**src/hw/rtl/cdrr_pkg.sv**
```systemverilog
// shared types, constants and the answer record table for the dns reply rewriter
// no dependencies
package cdrr_pkg;

   localparam int unsigned MAX_PACKET_BYTES_DEF = 512;
   localparam int unsigned POS_W = 16;
   localparam int unsigned HDR_LEN = 12;
   localparam int unsigned ANS_LEN = 16;
   localparam int unsigned CNT_W = $clog2(ANS_LEN + 1);
   localparam int unsigned ANS_IDX_W = $clog2(ANS_LEN);

   // header rewrite values
   localparam logic [7:0] FLAGS_HI = 8'h81;
   localparam logic [7:0] FLAGS_LO = 8'h80;
   localparam logic [7:0] ANCOUNT_HI = 8'h00;
   localparam logic [7:0] ANCOUNT_LO = 8'h01;

   // answer record constants
   localparam logic [7:0] PTR_HI = 8'hC0;
   localparam logic [7:0] PTR_LO = 8'h0C;
   localparam logic [7:0] TYPE_A = 8'h01;
   localparam logic [7:0] CLASS_IN = 8'h01;
   localparam logic [7:0] TTL_SECS = 8'd60;
   localparam logic [7:0] RDLEN_V4 = 8'h04;

   typedef struct packed {
      logic [7:0] data_byte;
      logic       last_byte;
   } req_type;

   typedef struct packed {
      logic [7:0] out_byte;
      logic       frame_end;
      logic       discard;
   } rsp_type;

   // per-beat outcome of the parser, held by the emitter
   typedef struct packed {
      logic       echo;
      logic [7:0] echo_byte;
      logic       last;
      logic       bad;
   } item_type;

   function automatic logic [7:0] answer_byte(input logic [ANS_IDX_W-1:0] idx,
                                              input logic [31:0] ip);
      logic [7:0] res;
      begin
         case (idx)
            4'd0: res = PTR_HI;
            4'd1: res = PTR_LO;
            4'd3: res = TYPE_A;
            4'd5: res = CLASS_IN;
            4'd9: res = TTL_SECS;
            4'd11: res = RDLEN_V4;
            4'd12: res = ip[31:24];
            4'd13: res = ip[23:16];
            4'd14: res = ip[15:8];
            4'd15: res = ip[7:0];
            default: res = 8'h00;
         endcase
         answer_byte = res;
      end
   endfunction

endpackage

```
**src/hw/rtl/cdrr_parser.sv**
```systemverilog
// per-beat query parser: walks header, qname labels and type/class bytes
// depends on cdrr_pkg
module cdrr_parser
   import cdrr_pkg::*;
#(
   parameter int unsigned MaxPacketBytes = MAX_PACKET_BYTES_DEF
) (
   input  logic     clock,
   input  logic     reset,
   input  logic     beat_fire,
   input  req_type  beat,
   output item_type item,
   output logic     item_keep
);

   localparam logic [1:0] PH_HEADER = 2'd0;
   localparam logic [1:0] PH_QNAME = 2'd1;
   localparam logic [1:0] PH_TAIL4 = 2'd2;
   localparam logic [1:0] PH_DROP = 2'd3;
   localparam logic [POS_W-1:0] MAX_POS = POS_W'(MaxPacketBytes);
   localparam logic [POS_W:0] SAT_MAX = {1'b0, {POS_W{1'b1}}};

   logic [POS_W-1:0] pos_ff, pos_in;
   logic [POS_W-1:0] next_label_ff, next_label_in;
   logic [POS_W-1:0] qend_ff, qend_in;
   logic [1:0]       phase_ff, phase_in;
   logic             overlong;
   logic             echo;
   logic [7:0]       eb;
   logic [POS_W:0]   label_sum;
   logic [POS_W:0]   qend_sum;
   logic [POS_W:0]   pos_inc;

   assign overlong = (pos_ff >= MAX_POS);
   assign pos_inc = {1'b0, pos_ff} + (POS_W+1)'(1);
   assign label_sum = {1'b0, pos_ff} + (POS_W+1)'(beat.data_byte) + (POS_W+1)'(1);
   assign qend_sum = {1'b0, pos_ff} + (POS_W+1)'(5);

   always_comb begin
      echo = 1'b0;
      eb = beat.data_byte;
      phase_in = phase_ff;
      next_label_in = next_label_ff;
      qend_in = qend_ff;
      pos_in = pos_ff;
      if (!overlong) begin
         pos_in = pos_inc[POS_W-1:0];
         case (phase_ff)
            PH_HEADER: begin
               echo = 1'b1;
               if (pos_ff == POS_W'(2)) eb = FLAGS_HI;
               else if (pos_ff == POS_W'(3)) eb = FLAGS_LO;
               else if (pos_ff == POS_W'(6)) eb = ANCOUNT_HI;
               else if (pos_ff == POS_W'(7)) eb = ANCOUNT_LO;
               if (pos_inc >= (POS_W+1)'(HDR_LEN)) phase_in = PH_QNAME;
            end
            PH_QNAME: begin
               echo = 1'b1;
               if (pos_ff == next_label_ff) begin
                  if (beat.data_byte == 8'h00) begin
                     qend_in = (qend_sum > SAT_MAX) ? SAT_MAX[POS_W-1:0]
                                                    : qend_sum[POS_W-1:0];
                     phase_in = PH_TAIL4;
                  end else begin
                     next_label_in = (label_sum > SAT_MAX) ? SAT_MAX[POS_W-1:0]
                                                           : label_sum[POS_W-1:0];
                  end
               end
            end
            PH_TAIL4: begin
               echo = 1'b1;
               if (pos_inc >= {1'b0, qend_ff}) phase_in = PH_DROP;
            end
            default: begin
            end
         endcase
      end
   end

   assign item.echo = echo;
   assign item.echo_byte = eb;
   assign item.last = beat.last_byte;
   assign item.bad = overlong || (phase_in != PH_DROP);
   assign item_keep = echo || beat.last_byte;

   always_ff @(posedge clock) begin
      if (reset) begin
         pos_ff <= '0;
         next_label_ff <= POS_W'(HDR_LEN);
         qend_ff <= '0;
         phase_ff <= PH_HEADER;
      end else if (beat_fire) begin
         if (beat.last_byte) begin
            pos_ff <= '0;
            next_label_ff <= POS_W'(HDR_LEN);
            qend_ff <= '0;
            phase_ff <= PH_HEADER;
         end else begin
            pos_ff <= pos_in;
            next_label_ff <= next_label_in;
            qend_ff <= qend_in;
            phase_ff <= phase_in;
         end
      end
   end

endmodule

```
**src/hw/rtl/cdrr_emitter.sv**
```systemverilog
// result sequencer: holds one parsed beat and plays out its echo, answer or discard beats
// depends on cdrr_pkg
module cdrr_emitter
   import cdrr_pkg::*;
(
   input  logic        clock,
   input  logic        reset,
   input  logic        load,
   input  item_type    item,
   input  logic [31:0] answer_addr,
   output logic        rsp_valid,
   input  logic        rsp_stall,
   output rsp_type     rsp_data,
   output logic        req_stall
);

   logic             valid_ff;
   item_type         item_ff;
   logic [CNT_W-1:0] cnt_ff;
   logic [CNT_W-1:0] ans_pos;
   logic             final_beat;
   logic             fire;

   // cnt 0 is the echo byte, 1..16 are the answer bytes
   assign ans_pos = cnt_ff - CNT_W'(1);
   assign fire = valid_ff && !rsp_stall;

   always_comb begin
      rsp_data.discard = 1'b0;
      rsp_data.frame_end = 1'b0;
      final_beat = 1'b0;
      if (item_ff.last && item_ff.bad) begin
         rsp_data.out_byte = 8'h00;
         rsp_data.frame_end = 1'b1;
         rsp_data.discard = 1'b1;
         final_beat = 1'b1;
      end else if (cnt_ff == '0) begin
         rsp_data.out_byte = item_ff.echo_byte;
         final_beat = !item_ff.last;
      end else begin
         rsp_data.out_byte = answer_byte(ans_pos[ANS_IDX_W-1:0], answer_addr);
         rsp_data.frame_end = (cnt_ff == CNT_W'(ANS_LEN));
         final_beat = rsp_data.frame_end;
      end
   end

   assign rsp_valid = valid_ff;
   assign req_stall = valid_ff && !(fire && final_beat);

   always_ff @(posedge clock) begin
      if (reset) begin
         valid_ff <= 1'b0;
         cnt_ff <= '0;
      end else if (load) begin
         valid_ff <= 1'b1;
         cnt_ff <= item.echo ? CNT_W'(0) : CNT_W'(1);
      end else if (fire) begin
         if (final_beat) valid_ff <= 1'b0;
         else cnt_ff <= cnt_ff + CNT_W'(1);
      end
   end

   always_ff @(posedge clock) begin
      if (load) item_ff <= item;
   end

endmodule

```
**src/hw/rtl/captive_dns_reply_rewriter.sv**
```systemverilog
// captive dns reply rewriter top level; uses cdrr_pkg, cdrr_parser and cdrr_emitter
// reply: the first reply beat is offered in the cycle after its query byte is taken (one result register)
// throughput: one query byte per cycle while bytes are echoed or dropped and the reply side
//   does not stall; the answer record of a good query plays out of the same register, so the
//   byte after it is taken together with the final answer beat
// reset: synchronous, active high; header phase, nothing pending, answer address zero
module captive_dns_reply_rewriter
   import cdrr_pkg::*;
#(
   parameter int unsigned MaxPacketBytes = MAX_PACKET_BYTES_DEF
) (
   input  logic        clock,
   input  logic        reset,
   // query byte channel
   input  logic        req_valid,
   output logic        req_stall,
   input  req_type     req_data,
   // reply byte channel
   output logic        rsp_valid,
   input  logic        rsp_stall,
   output rsp_type     rsp_data,
   // captive address register
   input  logic        csr_wr_en,
   input  logic [31:0] csr_wr_data
);

   logic        addr_loaded_ff;
   logic [31:0] answer_addr_ff;
   logic        req_fire;
   item_type    item;
   logic        item_keep;

   // address returned in every answer, host order; to be written only while idle, which the block does not enforce
   always_ff @(posedge clock) begin
      if (reset) begin
         answer_addr_ff <= '0;
         addr_loaded_ff <= 1'b0;
      end else if (csr_wr_en) begin
         answer_addr_ff <= csr_wr_data;
         addr_loaded_ff <= 1'b1;
      end
   end

   assign req_fire = req_valid && !req_stall;

   // parser updates its position state on every taken beat and classifies it
   cdrr_parser #(
      .MaxPacketBytes(MaxPacketBytes)
   ) u_parser (
      .clock    (clock),
      .reset    (reset),
      .beat_fire(req_fire),
      .beat     (req_data),
      .item     (item),
      .item_keep(item_keep)
   );

   // beats with nothing to send (dropped trailing bytes) never occupy the emitter
   cdrr_emitter u_emitter (
      .clock      (clock),
      .reset      (reset),
      .load       (req_fire && item_keep),
      .item       (item),
      .answer_addr(answer_addr_ff),
      .rsp_valid  (rsp_valid),
      .rsp_stall  (rsp_stall),
      .rsp_data   (rsp_data),
      .req_stall  (req_stall)
   );

   // a discard marker always closes its reply
   a_discard_ends : assert property (@(posedge clock) disable iff (reset)
      rsp_valid && rsp_data.discard |-> rsp_data.frame_end)
      else $error("discard beat without frame_end");

   // handing over the last beat of a reply frees the input at once
   a_end_frees_input : assert property (@(posedge clock) disable iff (reset)
      rsp_valid && !rsp_stall && rsp_data.frame_end |-> !req_stall)
      else $error("input still stalled after final reply beat");

   // the input only waits while a result beat is on offer
   a_stall_needs_pending : assert property (@(posedge clock) disable iff (reset)
      req_stall |-> rsp_valid)
      else $error("input stalled with nothing pending");

   // after a write the register has been loaded at least once
   a_csr_loaded : assert property (@(posedge clock) disable iff (reset)
      csr_wr_en |=> addr_loaded_ff && (answer_addr_ff == $past(csr_wr_data)))
      else $error("captive address not taken");

endmodule

```
**config.mk**
```make
export PLATFORM = sky130hd
export DESIGN_NAME = captive_dns_reply_rewriter
export DESIGN_NICKNAME = d
export VERILOG_FILES = /design/src/hw/rtl/cdrr_pkg.sv /design/src/hw/rtl/cdrr_parser.sv /design/src/hw/rtl/cdrr_emitter.sv /design/src/hw/rtl/captive_dns_reply_rewriter.sv
export SDC_FILE = /design/constraint.sdc
export NUM_CORES = 1
export LEC_CHECK = 0
export BUFFER_PORTS_ARGS = -buffer_cell sky130_fd_sc_hd__buf_2
export CORE_AREA = 3 3 107 109
export CTS_CLUSTER_SIZE = 24
export DETAILED_ROUTE_END_ITERATION = 16
export DIE_AREA = 0 0 110 112
export HOLD_SLACK_MARGIN = 0.1
export PLACE_DENSITY = 0.71
export SLEW_MARGIN = 20
export SYNTH_ARGS = -nofsm -noshare
export SYNTH_HDL_FRONTEND = slang
export SYNTH_SLANG_ARGS = --single-unit
```
**constraint.sdc**
```tcl
create_clock -name clock -period 6.85 [get_ports clock]
set_clock_uncertainty 0.2 [all_clocks]
set_input_delay 1.7125 -clock clock [delete_from_list [all_inputs] [get_ports clock]]
set_output_delay 1.7125 -clock clock [all_outputs]
set_load 0.01 [all_outputs]
```
# After elaboration in Yosys (flattened, before gate mapping)
# Index checks and enable logic that the tools add are counted.
[totals] regBits=98 inputBits=46 out_inout_bits=12 wordCells=113
[classes] n_addsub=6 magnitude_cmp=5 n_eq_ne=21 n_mux=43 reduce_logical=28
[op_table] op="2-to-1 mux 16 bit" count=14
[op_table] op="case mux 8 bit (9 select lines)" count=1
[op_table] op="2-to-1 mux 8 bit" count=7
[op_table] op="greater-than comparator 17 x 16 -> 1 bit, second input constant" count=2
[op_table] op="== test 16 x 2 -> 1 bit, second input constant" count=2
[op_table] op="== test 16 x 3 -> 1 bit, second input constant" count=2
[op_table] op="== test 4 bit, second input constant" count=6
[op_table] op="adder 16 x 1 -> 17 bit, second input constant" count=1
[op_table] op="adder 16 x 3 -> 17 bit, second input constant" count=1
[op_table] op="adder 16 x 8 -> 17 bit" count=1
[op_table] op="adder 17 x 1 -> 17 bit, second input constant" count=1
[op_table] op=">= comparator 17 x 16 -> 1 bit" count=1
[op_table] op=">= comparator 17 x 4 -> 1 bit, second input constant" count=1
[op_table] op="== test 16 bit" count=1
[op_table] op=">= comparator 16 x 10 -> 1 bit, second input constant" count=1
[op_table] op="2-to-1 mux 5 bit" count=3
[op_table] op="2-to-1 mux 2 bit" count=6
[op_table] op="2-to-1 mux 1 bit" count=10
[op_table] op="AND reduction 5 bit" count=2
[op_table] op="nonzero test 2 bit" count=5
[op_table] op="2-to-1 mux 9 bit" count=1
[op_table] op="logical NOT 8 bit" count=1
[op_table] op="logical AND 1 bit" count=6
[op_table] op="!= test 2 bit, second input constant" count=3
[op_table] op="other kinds (18)" count=24

# Longest topological paths before layout
[depth] ltp_word=11 ltp_mapped=12

# Modules after synthesis
# A second synthesis with hierarchy kept.
[hier_totals] cells_unflattened=667 hier_area_um2=5851.9
[by_module_without_submodules] mod="cdrr_parser" n_inst=1 cells_per_inst=418 area_each_um2=3400.8
[by_module_without_submodules] mod="cdrr_emitter" n_inst=1 cells_per_inst=144 area_each_um2=1275.0
[by_module_without_submodules] mod="captive_dns_reply_rewriter" n_inst=1 cells_per_inst=105 area_each_um2=1176.1

# Least setup slack after synthesis
# No wires, ideal clock.
[synth_path] kind="input-to-output" start="input port rsp_stall" end="output port req_stall" t_arrival_ns=1.930 t_required_ns=4.938 path_slack_ns=3.008 path_stages=2 path_cell_list="nor2_1 -> nor2_1"
[synth_via] elab_chain_cells=5
[synth_lines] item="start: declaration" line_no="captive_dns_reply_rewriter.sv:20" rtl="input logic rsp_stall,"
[synth_lines] item="logical NOT 1 bit" line_no="cdrr_emitter.sv:26" rtl="assign fire = valid_ff && !rsp_stall;"
[synth_lines] item="logical AND 1 bit" line_no="cdrr_emitter.sv:26"
[synth_lines] item="logical AND 1 bit" line_no="cdrr_emitter.sv:48" rtl="assign req_stall = valid_ff && !(fire && final_beat);"
[synth_lines] item="logical NOT 1 bit" line_no="cdrr_emitter.sv:48"
[synth_lines] item="logical AND 1 bit" line_no="cdrr_emitter.sv:48"
[synth_lines] item="end: declaration" line_no="captive_dns_reply_rewriter.sv:16" rtl="output logic req_stall,"
# No other way between the ends.

==> flow_metrics.env <==
export IMPL_pwr_share_clk_pct=32.5
export IMPL_synth_avg_cell_area_um2=8.815
export IMPL_cp_slowest_cell="nor3b_1"
export IMPL_ant_nets=0
export IMPL_grt_max_degree=54
export IMPL_clkTransAtPathRegs_ps=90
export IMPL_avgRoutedWirePerCell_um=17.62
export IMPL_swShare_pct=27.25
export IMPL_synth_async_reset_ratio_pct=0
export IMPL_synth_edf_count=10
export IMPL_crit_path_end_kind="primary output"
export IMPL_root_buffer="clkbuf_8"
export IMPL_viasPerCell=5.958
export IMPL_area_growth_pct=7.182
export IMPL_syn_nets=746
export IMPL_die_area_um2=12320
export IMPL_crit_type="reg2out"
export IMPL_setup_tns_final_ps=0
export IMPL_synthMuxAreaShare_pct=6.692
export IMPL_syn_inst=666
export IMPL_antenna_found_initial=0
export IMPL_dp_cells=824
export IMPL_synthSimpleGateAreaFrac_pct=20.93
export IMPL_synth_cell_types=78
export IMPL_clock_path_buffers=2
export IMPL_grt_pass1_vias=4808
export IMPL_pin_count=58
export IMPL_postCtsSetupRepairBufs=0
export IMPL_p_leak_nw=2.693
export IMPL_synth_top_area_share_pct=30.01
export IMPL_yosys_area_share_adder_pct=7.374
export IMPL_synth_top_area_cell="dfxtp_1"
export IMPL_crit_family="simple AND/OR/NAND/NOR gates"
export IMPL_max_cap_violations=0
export IMPL_yosys_area_share_xor_xnor_pct=7.161
export IMPL_final_area_um2=6292
export IMPL_p_sw_mw=0.3091
export IMPL_worstPathArrival_ps=2560
export IMPL_synth_top_family_by_area="simple AND/OR/NAND/NOR gates"
export IMPL_cts_sinks=98
export IMPL_cts_tree="done"
export IMPL_grt_ovfl_total=0
export IMPL_post_dp_cell_area_um2=6106
export IMPL_grt_setup_unrepaired="no"
export IMPL_netlist_area_um2=5871
export IMPL_setup_viol=0
export IMPL_coreArea_um2=10700
export IMPL_htree_levels=3
export IMPL_status="completed"
export IMPL_die_w_um=110
export IMPL_ctsHoldBuffers=0
export IMPL_crit_buf_inv=2
export IMPL_first_pass_iters=5
export IMPL_nets=775
export IMPL_tightest_slew_ps=935.7
export IMPL_synth_compound_area_share_pct=16.39
export IMPL_ys_ff_latch=98
export IMPL_path_max_fanout=9
export IMPL_hold_violations=0
export IMPL_setup_worst_path_start_class="flop"
export IMPL_p_per_area_nw_per_um2=180.3
export IMPL_mostFrequentLayoutCell="dfxtp_1"
export IMPL_grt_first_pass_wirelength_um=23780
export IMPL_drc_errors=0
export IMPL_yosysWarnings=0
export IMPL_gp_congestion=0.8923
export IMPL_io_buffers=57
export IMPL_numCtsBuffers=9
export IMPL_fp_dieH_um=112
export IMPL_slew_headroom_pct=37.62
export IMPL_start_util_pct=54.88
export IMPL_max_freq_ghz=0.2237
export IMPL_combinationalPowerShare_pct=13.7
export IMPL_synth_flop_cell="dfxtp_1"
export IMPL_clkLatencyLatePin_ps=380
export IMPL_ctsResizeCount=0
export IMPL_initialDrtViolationCount=474
export IMPL_final_cell_mix="dfxtp_1 (88), nor2_1 (76), buf_2 (57), inv_1 (37), mux2i_1 (37)"
export IMPL_dp_hpwl_um=10900
export IMPL_row_count=38
export IMPL_slew_violations=0
export IMPL_post_route_cells_drive_above_1_share_pct=13.73
export IMPL_ys_seq_area_share_pct=35.12
export IMPL_peakVddDrop_mv=0.08827
export IMPL_synth_area_top_cells="dfxtp_1 (30%), ha_1 (7.0%), mux2i_1 (6.3%)"
export IMPL_track_usage_pct=24.73
export IMPL_diodes=0
export IMPL_power_internal_mw=0.8253
export IMPL_critPathMaxStageDelay_ps=560
export IMPL_routed_wl_um=14780
export IMPL_cp_cell_sequence="inv_1, ha_1, nor3b_1, nand2b_1, o21ai_0, a21oi_1, buf_2"
export IMPL_fin_crit_ps=4471
export IMPL_p_seq_share_pct=53.9
export IMPL_cp_required_ps=4940
export IMPL_finalCritPeriodShare_pct=65.27
export IMPL_min_path_type="reg2reg"
export IMPL_vias=4999
export IMPL_final_cells=839
kinds of logic after synthesis:
family,count (synthesis)
mux,39
fa+ha+maj,34
compound gates,141
xor+xnor,48
flops,98
simple gates,229
buf+inv,77
power groups by stage:
stage	registers [mW]	clock network, mW	logic (mW)
2_1_floorplan	0.620	0	0.105
3_3_place_gp	0.624	0	0.149
3_5_place_dp	0.625	0	0.152
4_1_cts	0.611	0.377	0.153
5_1_grt	0.614	0.403	0.170
6_report	0.611	0.368	0.155
tightest hold or removal path: cells and delay by family, from the launching register on:
kind | cells | cell delay, ps
simple gates | 1 | 50
flops | 1 | 310
buf+inv | 1 | 70
sequential cells by signal, indices dropped and copies added, names as in the netlist:
signal / cells
answer_addr_ff: 32
u_parser.next_label_ff: 16
u_parser.pos_ff: 16
u_parser.qend_ff: 16
u_emitter.item_ff: 10
u_emitter.cnt_ff: 5
u_parser.phase_ff: 2
u_emitter.rsp_valid: 1
cell type report:
cell class                 instances  area, um2
timing repair buffer              58      292.8
fill                             953       4405
inverter                          37      138.9
sequential                        98       2062
clock buffer                      10      127.6
tap                              140      175.2
multi-input combinational        491       3441
clock inverter                     5      55.05
per-stage QoR:
| stage | util, % | total power, mW | worst slack (ps) | hold slack, ps |
|---|---|---|---|---|
| after floorplan | - | 0.7242 | 3008 | 230.3 |
| after global placement | 57.08 | 0.7730 | 2644 | 247.3 |
| after detailed placement | 57.08 | 0.7766 | 2588 | 250.4 |
| after CTS | 58.78 | 1.141 | 2388 | 271.1 |
| after global routing | 58.82 | 1.186 | 2152 | 287.1 |
| final | 58.82 | 1.134 | 2379 | 265.1 |
metal layers:
| layer | part of all wire (%) | global-route usage (%) | routed length (um) | vias to the layer above |
|---|---|---|---|---|
| li1 | - | - | - | 2421 |
| met1 | 44 | 33.22 | 6493 | 2376 |
| met2 | 48 | 39.12 | 7052 | 180 |
| met3 | 6.3 | 4.116 | 931 | 22 |
| met4 | 2.0 | 10.22 | 302 | 0 |
| met5 | 0 | 0 | 0 | - |
path summary, 6_finish.rpt:
check | start | endpoint | slack (ps) | cells after the start
setup reg to reg | u_parser.pos_ff[1] | u_parser.phase_ff[0] | 2840 | 11
hold / removal | u_parser.qend_ff[11] | u_parser.qend_ff[11] | 270 | 2
hold reg to reg | u_parser.qend_ff[11] | u_parser.qend_ff[11] | 270 | 2
setup / recovery | u_emitter.cnt_ff[0] | rsp_data[5] | 2380 | 7
synth_stat cells (all sizes together) (3+ instances only):
master / count
o21a: 3
mux2i: 37
inv: 37
nor4: 9
a31oi: 5
a21oi: 34
and3: 12
a211oi: 3
nand3: 16
o211ai: 5
or3: 5
nand4: 7
xor2: 24
clkbuf: 21
nor2b: 16
or4: 7
buf: 17
and4: 3
a21o: 7
nand2b: 5
dfxtp: 88
nor3: 18
o21ai: 30
xnor2: 24
or2: 3
and2: 9
o2bb2ai: 17
nor2: 77
edfxtp: 10
ha: 33
a22oi: 15
nand3b: 3
nand2: 33
(Power assumes the default switching activity.)
